$ cat src/rtl/assert_macros.svh
// assertion helpers included by the top-level rtl file
`ifndef ASSERT_MACROS_SVH
`define ASSERT_MACROS_SVH
`ifndef ASSERT_OFF
`define ASSERT_PROP(lbl, clk, rst, prop, msg) \
   lbl: assert property (@(posedge clk) disable iff (rst) prop) else $error(msg);
`define ASSERT_NEVER(lbl, clk, rst, expr, msg) \
   lbl: assert property (@(posedge clk) disable iff (rst) !(expr)) else $error(msg);
`else
`define ASSERT_PROP(lbl, clk, rst, prop, msg)
`define ASSERT_NEVER(lbl, clk, rst, expr, msg)
`endif
`endif

$ cat src/rtl/tlge_pkg.sv
`timescale 1ns / 1ps
`default_nettype none
package tlge_pkg;

   localparam int ROW_BITS   = 64;
   localparam int INDEX_BITS = 6;

   typedef logic [1:0] req_code_type;

   localparam req_code_type REQ_WRITE = 2'd0;
   localparam req_code_type REQ_READ  = 2'd1;
   localparam req_code_type REQ_STEP  = 2'd2;
   localparam req_code_type REQ_CLEAR = 2'd3;

   typedef struct packed {
      req_code_type          req_type;
      logic [INDEX_BITS-1:0] row_index;
      logic [ROW_BITS-1:0]   row_bits;
   } req_item_type;

   typedef struct packed {
      logic [ROW_BITS-1:0] read_bits;
      logic                done_res;
   } rsp_item_type;

   typedef struct packed {
      logic shift;
      logic clear;
   } cell_ctl_type;

endpackage
`default_nettype wire

$ cat src/rtl/tlge_row_cell.sv
`timescale 1ns / 1ps
`default_nettype none
module tlge_row_cell #(
   parameter int GRID_WIDTH = 64
) (
   input  logic                   clock,
   input  logic                   reset,
   input  tlge_pkg::cell_ctl_type ctl,
   input  logic [GRID_WIDTH-1:0]  row_in,
   output logic [GRID_WIDTH-1:0]  row_out
);

   logic [GRID_WIDTH-1:0] row_ff;

   always_ff @(posedge clock) begin
      if (reset || ctl.clear) begin
         row_ff <= '0;
      end else if (ctl.shift) begin
         row_ff <= row_in;
      end
   end

   assign row_out = row_ff;

endmodule
`default_nettype wire

$ cat config.mk
export PLATFORM = sky130hd
export DESIGN_NAME = tlge_row_cell
export DESIGN_NICKNAME = d
export VERILOG_FILES = /design/src/rtl/assert_macros.svh /design/src/rtl/tlge_pkg.sv /design/src/rtl/tlge_row_cell.sv
export SDC_FILE = /design/constraint.sdc
export NUM_CORES = 1
export LEC_CHECK = 0
export ABC_AREA = 1
export BUFFER_PORTS_ARGS = -buffer_cell sky130_fd_sc_hd__buf_2
export CAP_MARGIN = 20
export CORE_MARGIN = 2
export CORE_UTILIZATION = 45
export CTS_BUF_LIST = sky130_fd_sc_hd__clkbuf_16
export DETAILED_ROUTE_END_ITERATION = 10
export MAX_ROUTING_LAYER = met4
export PLACE_DENSITY = 0.82
export SKIP_CTS_REPAIR_TIMING = 1
export SLEW_MARGIN = 20
export SYNTH_ARGS = -nofsm -noshare
export SYNTH_HDL_FRONTEND = slang
export SYNTH_SLANG_ARGS = --single-unit
$ cat constraint.sdc
create_clock -name clock -period 0.8 [get_ports clock]
set_input_delay 0.04 -clock clock [delete_from_list [all_inputs] [get_ports clock]]
set_output_delay 0.04 -clock clock [all_outputs]
set_load 0.02 [all_outputs]
Yosys cells after proc, flatten, opt, wreduce, memory -nomap -nowiden. Cells that the tools add are included. Widths: inputs -> output; s select.

Reductions and logical operators: 1.

Operators by type and width (number): $logic_or 1x1->1 (1).

Output and inout bits: 64. Bits of input ports: 68. Flip-flop bits (word level): 64. Logic and storage cells: 2.

Logic depth before layout (Yosys ltp). Gate-level depths: netlist of the first run.

Word-level depth: 1. Depth in mapped cells: 5. Gate-level depth less buffers: 4.

Worst setup path before layout of the first run. OpenSTA, ideal clock, no wires.

Kind: reg2reg. Start point: reg row_out[55] (netlist name). End point: reg row_ff[55] (netlist: row_out[55]). Period minus slack after synthesis: 0.636 ns. Data required time: 0.738 ns. Slack: 0.164 ns. Arrival: 0.575 ns. Buffers on the path: 0. Library setup time: 0.062 ns. Stages on the path, launching flop included: 3. Cells stage by stage: dfxtp_1 > nor2_1 > nor2_2.

RTL lines: to (signal assigned) (line tlge_row_cell.sv:19) `row_ff <= row_in;`; to (decl) (line tlge_row_cell.sv:13) `logic [GRID_WIDTH-1:0] row_ff;`.

Final worst setup path of the first run.
Start point: reg row_ff[20] (netlist: row_out[20]). End point: out row_out[20].

RTL lines: to (decl) (line tlge_row_cell.sv:10) `output logic [GRID_WIDTH-1:0] row_out`.

No word-level cell between the ends.

==> impl_metrics.toml, run 1 <==
[final_layout]
stdcell_count = 617
fin_util_pct = 71.0
finalInstanceArea_um2 = 4130
diodes = 0
synthToLayoutAreaGrowth_pct = 54.7
nets = 605
drive_gt1_share_pct = 41.5
n_fill_cell = 439
largest_reg_flops = 64

[synthesis]
netlist_top_cells_area = "dfxtp_1, nand2_1, nor2_1"
synth.distinct_cells = 9
ys_ff_latch = 64
syn_area_per_cell_um2 = 6.60
synthesis.nets = 473
yosys_warnings = 0
synthFlopType = "dfxtp_1"
synth_top_cell_area_share_pct = 48.0
synth_area_um2 = 2670
synth_common_cells = "nand2_1, nor2_1, dfxtp_1, inv_1, buf_4"
synth.most_common_cell = "nand2_1"
synth_edf_count = 0
yosysTopAreaCell = "dfxtp_1"
ys_seq_area_share_pct = 48.0
synthArstFlopShare_pct = 0
synthCells = 405

[clock_tree]
cts_buffers = 9
path_clk_slew_ns = 0.05
cts_tree = "yes"
worstSkewPairLatency_ns = 0.31
h-tree-depth = 3
clock-root-buffer = "clkbuf_16"
cts_buffer_depth = 2
clock-sinks = 64

[detailed_routing]
drtAntennaViolNets = 0
totalWireLength_mm = 6.26
drcViolationCount = 0
vias_per_cell = 4.26
wire_per_inst_um = 10.1
firstDrtPassIters = 4
drtIter0Drc = 54
num_vias = 2628

[sta]
max_slew.worst_pin.slew_ns = 0.210
period_needed_ns = 0.808
max_slew_margin_pct = 86.0
max_freq_mhz = 1240
post-route-period-util_pct = 101
finalClockSkew_ns = 0
setup_tns_ns = -0.0322
grt_setup_unrepaired = "yes"
worst_slack_ns = -0.00783
maxSlewViolCount = 0
finalHoldViolations = 0
finalSetupViolations = 9

[setup_path]
crit_chain = "buf_6"
cp_slowest_cell = "dfxtp_2"
worstPathArrival_ns = 0.77
worst-setup-path-type = "flop to output pin"
cp_slowest_stage_delay_ns = 0.34
worstSetupStartpointType = "flop"
cp.required_ns = 0.76
crit_family = "flip-flops"
path_buf_inv = 1
critPathCaptureType = "output pin"
crit_fanout = 2

[floorplanning]
dieArea_um2 = 6570
rows = 28
die_w_um = 81.0
boundaryPins = 132
die_y_um = 81.0
coreArea_um2 = 5820
initial_core_util_pct = 45.9

[power]
power_mw = 7.95
peakVddDrop_mv = 1.43
p_leak_nw = 2.26
power_density_nw_per_um2 = 1920

[run_status]
status = "finished, violations left"
violations = "setup timing"

[global_routing]
grt_usage_pct = 17.7
grt_pass1_wl_mm = 8.86
grt_start_max_net_pins = 53
antenna_found_initial = 0
gr-total-overflow = 0
grt_pass1_vias = 2172

[placed_design]
port_buffers = 131
placed_cells_incl_taps = 597
hpwlAfterDp_mm = 4.00
place_congestion = 0.784
placed_area_um2 = 3360

[worst_hold_path]
hold_class = "input pin to flop"

[job]
cap_violations = 0
-- layout by cell type, fill, tap and decap left out --
cell type  Yosys  routed
nand2_1      128     128
nor2_1       122     122
inv_1         64      66
buf_2          3      66
buf_6          3      64
dfxtp_2        0      64
clkbuf_16      0       9
buf_4         14       7
nor2_2         6       6
clkinv_2       0       4
buf_12         0       4
nor2_8         1       1
clkinv_1       0       1
-- report_power, final --
group          switching, mW  internal [mW]
Combinational          0.632          0.588
Sequential            0.0991           3.36
Clock                   1.24           2.03
-- worst paths after layout --
check | start | slack (ns) | end | depth (start not counted)
setup / recovery | row_out[20] | -0.008 | row_out[20] | 1
hold / removal | row_in[6] | 0.01 | row_out[6] | 5
setup reg to reg | row_out[38] | 0.12 | row_out[38] | 3
hold reg to reg | row_out[32] | 0.47 | row_out[32] | 2
-- logic make-up after synthesis --
kind of cell           after synthesis  synth area share, %
and+or+nand+nor                    257                 37.3
buffers and inverters               84                 14.8
DFF                                 64                 48.0
-- metrics by stage --
| step | hold slack [ns] | worst slack (ns) |
|---|---|---|
| after floorplan | 0.197 | 0.164 |
| after global placement | 0.321 | 0.0592 |
| after detailed placement | 0.330 | 0.0299 |
| after CTS | 0.00366 | -0.0743 |
| after global routing | 0.0132 | -0.0414 |
| final | 0.0142 | -0.00783 |
-- tightest hold or removal path, delay by kind of cell --
kind                   cells  cell delay [ns]
buffers and inverters      2             0.10
and+or+nand+nor            3             0.14
-- per-layer routing --
| metal | track usage, % | wire length [um] | vias to the layer above |
|---|---|---|---|
| met5 | - | 0 | - |
| li1 | - | - | 1409 |
| met3 | 5.22 | 337 | 4 |
| met2 | 30.7 | 3400 | 71 |
| met4 | 7.63 | 27 | 0 |
| met1 | 18.6 | 2500 | 1144 |
-- area by class of cell --
type / count / area [um^2] / area share (%)
clock inverter: 7 / 31.3 / 0.757
timing repair buffer: 141 / 1180 / 28.6
multi-input combinational: 257 / 996 / 24.1
inverter: 64 / 240 / 5.81
sequential: 64 / 1360 / 32.9
clock buffer: 9 / 225 / 5.45
tap: 75 / 93.8 / 2.27
Power figures use the tool's default switching activity.
==> run 2, diff against run 1 <==
--- a/config.mk
+++ b/config.mk
@@ -14,6 +14,7 @@
 export DETAILED_ROUTE_END_ITERATION = 10
 export MAX_ROUTING_LAYER = met4
 export PLACE_DENSITY = 0.82
+export SETUP_SLACK_MARGIN = 0.15
 export SKIP_CTS_REPAIR_TIMING = 1
 export SLEW_MARGIN = 20
 export SYNTH_ARGS = -nofsm -noshare
==> run 2 against run 1 <==
Largest power group unchanged. The run still ends with setup timing left. Sequential power barely moved. Sequential share of layout area fell by 0.080 points. Worst hold slack barely moved. Highest routed layer unchanged. Combinational power barely moved. Wire length rose by 0.48%.
==> impl_metrics.toml, run 2 (synthesis gave the netlist of run 1 again) <==
[setup_path]
worst-setup-path-type = "flop to output pin"
worstPathArrival_ns = 0.77
cp.required_ns = 0.76
regToRegSetupSlack_ns = 0.12
cp_slowest_stage_delay_ns = 0.34
crit_fanout = 2
cp.depth = 1
crit_chain = "buf_6"
worstSetupStartpointType = "flop"
path_buf_inv = 1
critPathCaptureType = "output pin"
cp_slowest_cell = "dfxtp_2"
reg2reg_depth = 3
crit_family = "flip-flops"

[sta]
grt_setup_unrepaired = "yes"
max_slew_margin_pct = 85.7
max_freq_mhz = 1240
max_slew.worst_pin.slew_ns = 0.214
finalSetupViolations = 11
finalHoldWorstSlack_ns = 0.0138
maxSlewViolCount = 0
post-route-period-util_pct = 101
finalHoldViolations = 0
finalClockSkew_ns = 0
period_needed_ns = 0.810
worst_slack_ns = -0.00963

[power]
comb_power_share_pct = 15.4
power_mw = 7.96
p_clk_share_pct = 41.2
p_leak_nw = 2.26
intPower_mw = 5.98
p_sw_mw = 1.98
power_density_nw_per_um2 = 1920
peakVddDrop_mv = 1.43
swShare_pct = 24.9
seqPwrFrac_pct = 43.5

[detailed_routing]
drtAntennaViolNets = 0
drcViolationCount = 0
drtIter0Drc = 60
vias_per_cell = 4.27
num_vias = 2637
firstDrtPassIters = 4
totalWireLength_mm = 6.29
wire_per_inst_um = 10.2

[run_status]
status = "finished, violations left"
violations = "setup timing"

[final_layout]
mostFrequentLayoutCell = "nand2_1"
synthToLayoutAreaGrowth_pct = 55.0
diodes = 0
drive_gt1_share_pct = 42.3
fin_util_pct = 71.2
nets = 605
finalInstanceArea_um2 = 4140
final_cell_mix = "nand2_1, nor2_1, inv_1, buf_2"
largest_reg_flops = 64

[clock_tree]
h-tree-depth = 3
worstSkewPairLatency_ns = 0.31
cts_tree = "yes"
cts_buffer_depth = 2
clock-root-buffer = "clkbuf_16"
cts_buffers = 9
clock-sinks = 64
path_clk_slew_ns = 0.05

[floorplanning]
rows = 28
boundaryPins = 132
coreArea_um2 = 5820
die_y_um = 81.0
die_w_um = 81.0
dieArea_um2 = 6570
initial_core_util_pct = 45.9

[placed_design]
place_congestion = 0.784
dp_slack_ns = 0.0299
port_buffers = 131
hpwlAfterDp_mm = 4.00
placed_area_um2 = 3360

[global_routing]
gr-total-overflow = 0
grt_pass1_wl_mm = 8.86
met1_usage_pct = 18.6
grt_start_max_net_pins = 53
grt_pass1_vias = 2172
antenna_found_initial = 0
grt-busiest-layer = "met2"
grtUsageMet2_pct = 30.7
grt_usage_pct = 17.7
use_met3_pct = 5.22

[job]
cap_violations = 0

[worst_hold_path]
hold_class = "input pin to flop"
hold_depth = 5
[run 2: final cells by class]
class                   instances  area [um^2]
clock buffers                   9          225
clock inverters                 7         31.3
fillers                       440         1670
inverters                      64          240
multi-input cells             257         1010
flip-flops and latches         64         1360
well taps                      75         93.8
repair buffers                141         1180
[run 2: power groups by stage]
stage                     sequential, mW  clock, mW  combinational [mW]
after CTS                           3.40       3.36                1.04
final                               3.46       3.28                1.23
after detailed placement            3.46          0                1.04
after global routing                3.47       3.53                1.35
after floorplan                     3.63          0               0.505
after global placement              3.46          0                1.02
[run 2: stage by stage]
| step | instances | setup TNS [ns] |
|---|---|---|
| after floorplan | 405 | 0 |
| after global placement | 597 | 0 |
| after detailed placement | 597 | 0 |
| after CTS | 613 | -3.29 |
| after global routing | 617 | -1.69 |
| final | 617 | -0.0527 |
[run 2: routing by layer]
metal | share of wire, % | vias to the layer above
li1 | - | 1409
met3 | 5.3 | 8
met4 | 0.92 | 0
met5 | 0 | -
met2 | 54 | 76
met1 | 40 | 1144
[run 2: final timing paths]
kind                                     to   startpoint
worst max-delay path            row_out[36]  row_out[36]
worst min-delay path             row_out[6]    row_in[6]
worst max register to register  row_out[38]  row_out[38]
worst min register to register  row_out[19]  row_out[19]
