### src/rtl/assert_macros.svh
// assertion helpers included by the top-level rtl file
`ifndef ASSERT_MACROS_SVH
`define ASSERT_MACROS_SVH
`ifndef ASSERT_OFF
`define ASSERT_PROP(lbl, clk, rst, prop, msg) \
   lbl: assert property (@(posedge clk) disable iff (rst) prop) else $error(msg);
`define ASSERT_NEVER(lbl, clk, rst, expr, msg) \
   lbl: assert property (@(posedge clk) disable iff (rst) !(expr)) else $error(msg);
`else
`define ASSERT_PROP(lbl, clk, rst, prop, msg)
`define ASSERT_NEVER(lbl, clk, rst, expr, msg)
`endif
`endif

### src/rtl/tlge_next_row.sv
`timescale 1ns / 1ps
`default_nettype none
module tlge_next_row #(
   parameter int GRID_WIDTH = 64
) (
   input  logic [GRID_WIDTH-1:0] prev_row,
   input  logic [GRID_WIDTH-1:0] cur_row,
   input  logic [GRID_WIDTH-1:0] next_row,
   output logic [GRID_WIDTH-1:0] new_row
);

   for (genvar c = 0; c < GRID_WIDTH; c++) begin : g_col
      localparam int LEFT  = (c + GRID_WIDTH - 1) % GRID_WIDTH;
      localparam int RIGHT = (c + 1) % GRID_WIDTH;
      logic [3:0] count;

      assign count = 4'(prev_row[LEFT]) + 4'(prev_row[c]) + 4'(prev_row[RIGHT])
                   + 4'(cur_row[LEFT]) + 4'(cur_row[RIGHT])
                   + 4'(next_row[LEFT]) + 4'(next_row[c]) + 4'(next_row[RIGHT]);

      // b3/s23
      assign new_row[c] = (count == 4'd3) || (cur_row[c] && (count == 4'd2));
   end

endmodule
`default_nettype wire

### config.mk
export PLATFORM = sky130hd
export DESIGN_NAME = tlge_next_row
export DESIGN_NICKNAME = d
export VERILOG_FILES = /design/src/rtl/assert_macros.svh /design/src/rtl/tlge_next_row.sv
export SDC_FILE = /design/constraint.sdc
export NUM_CORES = 1
export LEC_CHECK = 0
export BUFFER_PORTS_ARGS = -buffer_cell sky130_fd_sc_hd__buf_2
export CAP_MARGIN = 20
export CELL_PAD_IN_SITES_DETAIL_PLACEMENT = 0
export CELL_PAD_IN_SITES_GLOBAL_PLACEMENT = 1
export CORE_MARGIN = 2
export CORE_UTILIZATION = 40
export DETAILED_ROUTE_END_ITERATION = 8
export PLACE_DENSITY = 0.86
export SLEW_MARGIN = 20
export SYNTH_ARGS = -nofsm -noshare
export SYNTH_HDL_FRONTEND = slang
export SYNTH_SLANG_ARGS = --single-unit
### constraint.sdc
create_clock -name vclk -period 3.9
set_input_delay 0.39 -clock vclk [all_inputs]
set_output_delay 0.39 -clock vclk [all_outputs]
set_load 0.03 [all_outputs]
Word level (Yosys, flattened, before mapping)
Index checks and enable logic that the tools add are counted.
{ "word_totals": {"out_inout_bits": 64, "n_memories": 0, "latchBits": 0, "mem_bits_ro": 0, "ff_bits": 0, "input_bits": 192, "ram_bits": 0, "elab_cells": 704} }
{ "classes": {"multipliers": 0, "bitwise": 0, "n_eq_ne": 128, "add_sub_neg": 448, "magnitude_cmp": 0, "shift": 0, "n_reduce_logical": 128, "div": 0, "mux": 0} }
{ "op_table": {"columns": ["cell", "n"], "rows": [
  ["$add A4 B1 Y4", 256],
  ["$eq A4 B2 Y1 const B", 128],
  ["$add A3 B1 Y4", 64],
  ["$add A2 B1 Y3", 64],
  ["$add A1 B1 Y2", 64],
  ["$logic_and A1 B1 Y1", 64],
  ["$logic_or A1 B1 Y1", 64]
]} }

Longest topological paths before layout
Gate-level depths: netlist (run 1).
{ "logic_depth": {"ltp_word": 10, "ltp_mapped": 9} }

Worst setup path after synthesis (run 1)
OpenSTA, ideal clock, no wires.
{ "synth_path": {"path_type": "in2out", "from": "in prev_row[0]", "to": "out new_row[63]", "cell_stages": 9, "t_arrival_ps": 3235, "setup_slack_ps": 275, "n_path_buf": 0, "cell_sequence": "inv_1 > fa_1 > fa_1 > fa_1 > inv_1 > ha_1 > fa_1 > or2_1 > a21oi_1"} }
{ "synth_via": {"elab_chain_cells": 9, "elab_cells_between_ends": 10, "cone_classes": "6 x add/sub; 2 x eq/ne; 2 x reduce/logical"} }
{ "synth_rtl": {"columns": ["element", "line", "text"], "rows": [
  ["start, declared", "tlge_next_row.sv:6", "input logic [GRID_WIDTH-1:0] prev_row,"],
  ["$add A2 B1 Y3 (*)", "tlge_next_row.sv:17", "assign count = 4'(prev_row[LEFT]) + 4'(prev_row[c]) + 4'(prev_row[RIGHT])"],
  ["$add A3 B1 Y4 (*)", "tlge_next_row.sv:18", "+ 4'(cur_row[LEFT]) + 4'(cur_row[RIGHT])"],
  ["$add A4 B1 Y4 (*)", "tlge_next_row.sv:18", null],
  ["$add A4 B1 Y4 (*) (3 in a row)", "tlge_next_row.sv:19", "+ 4'(next_row[LEFT]) + 4'(next_row[c]) + 4'(next_row[RIGHT]);"],
  ["$eq A4 B2 Y1", "tlge_next_row.sv:22", "assign new_row[c] = (count == 4'd3) || (cur_row[c] && (count == 4'd2));"],
  ["$logic_and A1 B1 Y1", "tlge_next_row.sv:22", null],
  ["$logic_or A1 B1 Y1 (*)", "tlge_next_row.sv:22", null],
  ["end, declared", "tlge_next_row.sv:9", "output logic [GRID_WIDTH-1:0] new_row"]
]} }
Mark *: on every way between the ends. The rest lies on a longest branch, timed or not.

Worst setup path after layout (run 1)
{ "layout_path": {"from": "in prev_row[9]", "to": "out new_row[10]"} }
{ "layout_via": {"elab_chain_cells": 10, "elab_cells_between_ends": 11, "cone_classes": "7 x add/sub; 2 x eq/ne; 2 x reduce/logical"} }
{ "layout_rtl": {"columns": ["element", "line"], "rows": [
  ["$add A1 B1 Y2 (*)", "tlge_next_row.sv:17"],
  ["$add A2 B1 Y3 (*)", "tlge_next_row.sv:17"],
  ["$add A3 B1 Y4 (*)", "tlge_next_row.sv:18"],
  ["$add A4 B1 Y4 (*)", "tlge_next_row.sv:18"],
  ["$add A4 B1 Y4 (*) (3 in a row)", "tlge_next_row.sv:19"],
  ["$eq A4 B2 Y1", "tlge_next_row.sv:22"],
  ["$logic_and A1 B1 Y1", "tlge_next_row.sv:22"],
  ["$logic_or A1 B1 Y1 (*)", "tlge_next_row.sv:22"]
]} }
Marks and branches as above.

==> results of run 1 <==
placed cells by master (no fill, tap or decap), drive strengths merged:
| master | netlist | final |
|---|---|---|
| inv | 447 | 447 |
| fa | 256 | 256 |
| buf | 0 | 255 |
| ha | 192 | 192 |
| a21oi | 128 | 128 |
| nand3 | 64 | 64 |
| o21ai | 64 | 64 |
| or2 | 64 | 64 |
| diode | 0 | 3 |
| clkbuf | 0 | 1 |
area by class of cell:
type                       instances  area share [%]
timing repair buffer             256            10.2
inverter                         447            13.3
antenna                            3          0.0595
tap                              341            3.38
multi-input combinational        768            73.1
cell families (layout without fill, tap and decap cells):
| family | after synthesis | in the layout | synth area share [%] |
|---|---|---|---|
| AND/OR/NAND/NOR | 128 | 128 | 6.62 |
| adder cells (fa/ha/maj) | 448 | 448 | 69.1 |
| AO/OA/AOI/OAI | 192 | 192 | 8.83 |
| other | 0 | 3 | 0 |
| buffers and inverters | 447 | 703 | 15.4 |
metal layers:
| layer | wire (um) | up-vias |
|---|---|---|
| met5 | 27 | - |
| met4 | 287 | 4 |
| met3 | 1070 | 16 |
| met2 | 11400 | 159 |
| met1 | 9570 | 3942 |
| li1 | - | 4171 |
stage by stage:
stage          hold slack [ns]  worst slack (ns)  power (mW)  instance area [um2]
6_report                  1.22             0.131        3.68                12600
5_1_grt                   1.26            0.0255        4.33                12600
4_1_cts                   1.23            0.0578        3.75                12600
3_5_place_dp              1.22            0.0849        3.72                12600
3_3_place_gp              1.23             0.108        3.57                12600
2_1_floorplan             1.03             0.275        2.73                10900
timing repair:
action / in CTS / in global routing
endpoints found under the hold margin: 0 / 0
resized for setup: 0 / 2
endpoints found under the setup margin: 0 / 1
worst max-delay path, cell delays in order:
cell	delay, ns
buf_2	0.10
inv_1	0.09
fa_1	0.57
fa_1	0.43
fa_1	0.49
inv_1	0.04
ha_1	0.19
fa_1	0.39
or2_1	0.22
a21oi_1	0.22
buf_2	0.25
power groups by stage:
| stage | Clock, mW | Sequential, mW | Combinational (mW) |
|---|---|---|---|
| after floorplan | 0 | 0 | 2.73 |
| after CTS | 0 | 0 | 3.75 |
| after global routing | 0.0000000686 | 0 | 4.33 |
| after global placement | 0 | 0 | 3.57 |
| final | 0.000000103 | 0 | 3.68 |
| after detailed placement | 0 | 0 | 3.72 |
worst paths after layout:
check,from,to,slack (ns),depth (start not counted)
max,prev_row[9],new_row[10],0.13,11
min,cur_row[20],new_row[20],1.22,4
==> summary.md, run 1 <==
| Metric | Value |
|---|---|
| Status | `finished clean` |
| Row count | `60` |
| Layer with the highest usage | `met2` |
| Placed Cells | `1,812` |
| Area of the core | `26,800 um2` |
| Unrepaired setup endpoints after global routing | `no` |
| Clock power frac | `0%` |
| Slew headroom | `around 84%` |
| DRC errors left | `0` |
| Initial antenna violation count | `5` |
| PD cells | `292 nW/um2` |
| Initial Util | `40.6%` |
| Static leakage | `around 7.3 nW` |
| Max Cap Viol | `0` |
| Setup crit start kind | `primary input` |
| Sequential cell count | `0` |
| Global-route track usage on met3 | `1.85%` |
| Final period util | `a little over nine tenths` |
| Nets | `2,113` |
| P&R area growth vs syn | `15.8%` |
| Distinct cell type count of the synthesized netlist | `8` |
| Pint | `1.46 mW` |
| Global-route wire length before repair | `39,900 um` |
| Fin crit period | `3.77 ns` |
| Cells after Synth | `1,215` |
| Crit. End Element | `primary output` |
| # IOs | `between 200 and 300` |
| Sw Pwr | `2.22 mW` |
| Worst slew pin tran | `about 0.23 ns` |
| Die ar. | `28,600 um2` |
| Largest net degree at the start of global routing | `4` |
| Final Hold Viols | `0` |
| WP data required | `roughly 3.5 ns` |
| Fmax achieved | `approximately 270 MHz` |
| Grt ovf | `0` |
| Final cell count without fillers | `1,815` |
| Met2 usage | `31.0%` |
| Multi-input gate area | `approximately 9200 um2` |
| Iter 0 DRT Violations | `184` |
| Port buffer count | `256` |
| Count of final max-slew check failures | `0` |
| Crit Path Class | `in -> out` |
| Min-delay worst type | `in -> out` |
| Mean Syn Cell Area | `8.96 um2` |
| Combinational power share | `100.0%` |
| Via count | `just over 8,000` |
| Total Wirelength | `~22,000 um` |
| Max IR drop VDD | `0.180 mV` |
| Drt pass-1 iters | `4` |
| Die H | `169 um` |
| Wirelength per Cell | `approximately 12 um` |
| Vias per cell | `4.57` |
| Synth area leader | `fa_1` |
| Synth area leaders | `fa_1 (47%), ha_1 (22%), inv_1 (15%)` |
| Share of layout cells above drive strength 1 | `17.5%` |
| Synth top cells by count | `inv_1 (447), fa_1 (256), ha_1 (192)` |
| Seq pwr share | `0%` |
| Mapped Nets | `1,855` |
| GR Util All Layers | `16.5%` |
| Synth warn | `0` |
| Yosys top cell area share | `47.1%` |
| Dpl hpwl | `22,200 um` |
| Final setup fails | `0` |
| Number of routed nets with antenna violations | `0` |
| Hold_buf cts | `0` |
| Layout clock buffers | `0` |
| WP data arrival | `3.38 ns` |
| Postcts setup bufs | `0` |
| Largest fanout on the critical path | `2` |
| Vias in the first global route | `9,069` |
| Fin util | `between 40% and 50%` |
| Seq/Total Area, Yosys | `0%` |
| Mapped Area | `around 11,000 um2` |
| Top-count cell post-synth | `inv_1` |
| GP Congestion | `0.817` |
| Sw Ratio | `around three fifths` |
| Grt met1 use | `between 20% and 30%` |
| Die X | `169 um` |
| Flip-flop and latch area | `0 um2` |
| Setup TNS | `0 ns` |
| # fillers | `around 2,600` |
Power figures use the tool's default switching activity.
==> run 2, diff against run 1 <==
--- a/config.mk
+++ b/config.mk
@@ -12,7 +12,7 @@
 export CORE_MARGIN = 2
 export CORE_UTILIZATION = 40
 export DETAILED_ROUTE_END_ITERATION = 8
-export PLACE_DENSITY = 0.86
+export PLACE_DENSITY = 0.77
 export SLEW_MARGIN = 20
 export SYNTH_ARGS = -nofsm -noshare
 export SYNTH_HDL_FRONTEND = slang
==> run 2 against run 1 <==
Sequential cell count unchanged. Non-clock buffer count unchanged. Critical path type unchanged. Largest cell class unchanged. Count of clock-buffer cells in the layout unchanged. Hold slack worse by 0.0025 ns. Routed wire length down 1.5%. Cell count up 0.28%. Fmax up 1.2%. Combinational power down 1%. Via count down 2.3%. Global-route usage down 0.34 points. Total power down 0.96%.
==> summary.md, run 2 (synthesized netlist as in run 1, its figures left out) <==
| Metric | Value |
|---|---|
| HP Start | `cur_row[1] (was cur_row[20])` |
| Pint | `1.44 mW (was 1.46 mW)` |
| Final setup fails | `0 (unchanged)` |
| Total Wirelength | `22,000 um (was 22,400 um)` |
| Largest net degree at the start of global routing | `4 (unchanged)` |
| Combinational power share | `100.0% (about the same)` |
| Hold Crit Endpoint | `new_row[1] (was new_row[20])` |
| Die ar. | `28,600 um2 (unchanged)` |
| DRC errors left | `0 (unchanged)` |
| GR Util All Layers | `16.2% (was 16.5%)` |
| Final period util | `95.5% (was 96.6%)` |
| Crit. End Element | `primary output (unchanged)` |
| Status | `finished clean (unchanged)` |
| Postcts setup bufs | `0 (unchanged)` |
| Global-route wire length before repair | `38,800 um (was 39,900 um)` |
| Grt ovf | `0 (unchanged)` |
| WP data required | `3.51 ns (about the same)` |
| Hold_buf cts | `0 (unchanged)` |
| Die X | `169 um (unchanged)` |
| Row count | `60 (unchanged)` |
| Layout clock buffers | `0 (unchanged)` |
| Setup TNS | `0 ns (unchanged)` |
| Count of final max-slew check failures | `0 (unchanged)` |
| Clock power frac | `0% (about the same)` |
| Sw Ratio | `60.4% (about the same)` |
| Largest fanout on the critical path | `2 (unchanged)` |
| Die H | `169 um (unchanged)` |
| Area of the core | `26,800 um2 (unchanged)` |
| Number of routed nets with antenna violations | `0 (unchanged)` |
| Share of layout cells above drive strength 1 | `17.4% (was 17.5%)` |
| Port buffer count | `256 (unchanged)` |
| Crit Path Class | `in -> out (unchanged)` |
| Fin util | `47.1% (was 47.0%)` |
| Drt pass-1 iters | `4 (unchanged)` |
| Commonest cells after routing, fill and taps aside | `inv_1 (447), fa_1 (256), buf_2 (256) (was inv_1 (447), fa_1 (256), buf_2 (255))` |
| GP Congestion | `0.845 (was 0.817)` |
| Vias per cell | `4.45 (was 4.57)` |
| Commonest non-fill, non-tap cell in the layout | `inv_1 (unchanged)` |
| Fmax achieved | `269 MHz (was 265 MHz)` |
| Sw Pwr | `2.20 mW (was 2.22 mW)` |
| Max Cap Viol | `0 (unchanged)` |
| Iter 0 DRT Violations | `181 (was 184)` |
| Vias in the first global route | `8,721 (was 9,069)` |
| Seq pwr share | `0% (about the same)` |
| Via count | `8,101 (was 8,292)` |
| Slew headroom | `84.4% (about the same)` |
| Min-delay worst type | `in -> out (unchanged)` |
| Hold Path Cell Cnt | `4 (unchanged)` |
| Initial antenna violation count | `7 (was 5)` |
| Unrepaired setup endpoints after global routing | `no (unchanged)` |
| Nets | `2,113 (unchanged)` |
| Flip-flop and latch area | `0 um2 (unchanged)` |
| # IOs | `256 (unchanged)` |
| Sequential cell count | `0 (unchanged)` |
| Initial Util | `40.6% (unchanged)` |
| Post-CTS Resized | `0 (unchanged)` |
| Worst slew pin tran | `0.233 ns (was 0.231 ns)` |
| Fin crit period | `3.72 ns (was 3.77 ns)` |
| WP data arrival | `3.33 ns (was 3.38 ns)` |
| Setup crit start kind | `primary input (unchanged)` |
| Static leakage | `7.32 nW (about the same)` |
| PD cells | `289 nW/um2 (was 292 nW/um2)` |
| Final Hold Viols | `0 (unchanged)` |
| Dpl hpwl | `21,700 um (was 22,200 um)` |
| Wirelength per Cell | `12.1 um (was 12.3 um)` |
| P&R area growth vs syn | `15.9% (was 15.8%)` |
| Max IR drop VDD | `0.185 mV (was 0.180 mV)` |
==> run 2: cell count changes in the layout (fill, tap and decap cells not counted), sizes merged <==
cell    delta
clkbuf     -1
buf        +1
diode      +5
==> run 2: how the worst max path moves through the flow <==
stage | start | to | slack, ns | depth (start not counted)
6_report | prev_row[50] | new_row[51] | 0.18 | 11
5_1_grt | prev_row[50] | new_row[51] | 0.01 | 11
4_1_cts | prev_row[37] | new_row[37] | 0.14 | 11
3_5_place_dp | prev_row[37] | new_row[37] | 0.14 | 11
3_3_place_gp | prev_row[37] | new_row[37] | 0.12 | 11
2_1_floorplan | prev_row[0] | new_row[63] | 0.27 | 9
==> run 2: area by class of cell <==
type	count	area, um2
fill	2680	14200
multi-input combinational	768	9210
inverter	447	1680
timing repair buffer	256	1280
tap	341	427
antenna	8	20.0
==> run 2: power groups by stage <==
stage	clock network, mW	logic [mW]	registers [mW]
after floorplan	0	2.73	0
after global placement	0	3.58	0
after detailed placement	0	3.69	0
after CTS	0	3.72	0
after global routing	0.000000137	4.30	0
final	0.000000275	3.64	0
==> run 2: routing by layer <==
layer,track usage [%],share of wire (%),up-vias
li1,-,-,4176
met1,21.7,45,3771
met2,28.7,49,148
met3,2.64,5.8,6
met4,1.23,0.51,0
met5,0,0,-
==> run 2: worst max-delay path, stage by stage <==
cell	delay, ns
buf_2	0.09
inv_1	0.08
fa_1	0.55
fa_1	0.43
fa_1	0.50
inv_1	0.05
ha_1	0.20
fa_1	0.38
or2_0	0.23
a21oi_1	0.20
buf_2	0.23
==> run 2: stage by stage <==
step	std cells	setup slack [ns]	power (mW)	hold slack, ns	instance area [um2]
after floorplan	1215	0.275	2.73	1.03	10900
after global placement	1812	0.124	3.58	1.23	12600
after detailed placement	1812	0.139	3.69	1.22	12600
after CTS	1812	0.135	3.72	1.22	12600
after global routing	1816	0.0146	4.30	1.26	12600
final	1820	0.177	3.64	1.22	12600
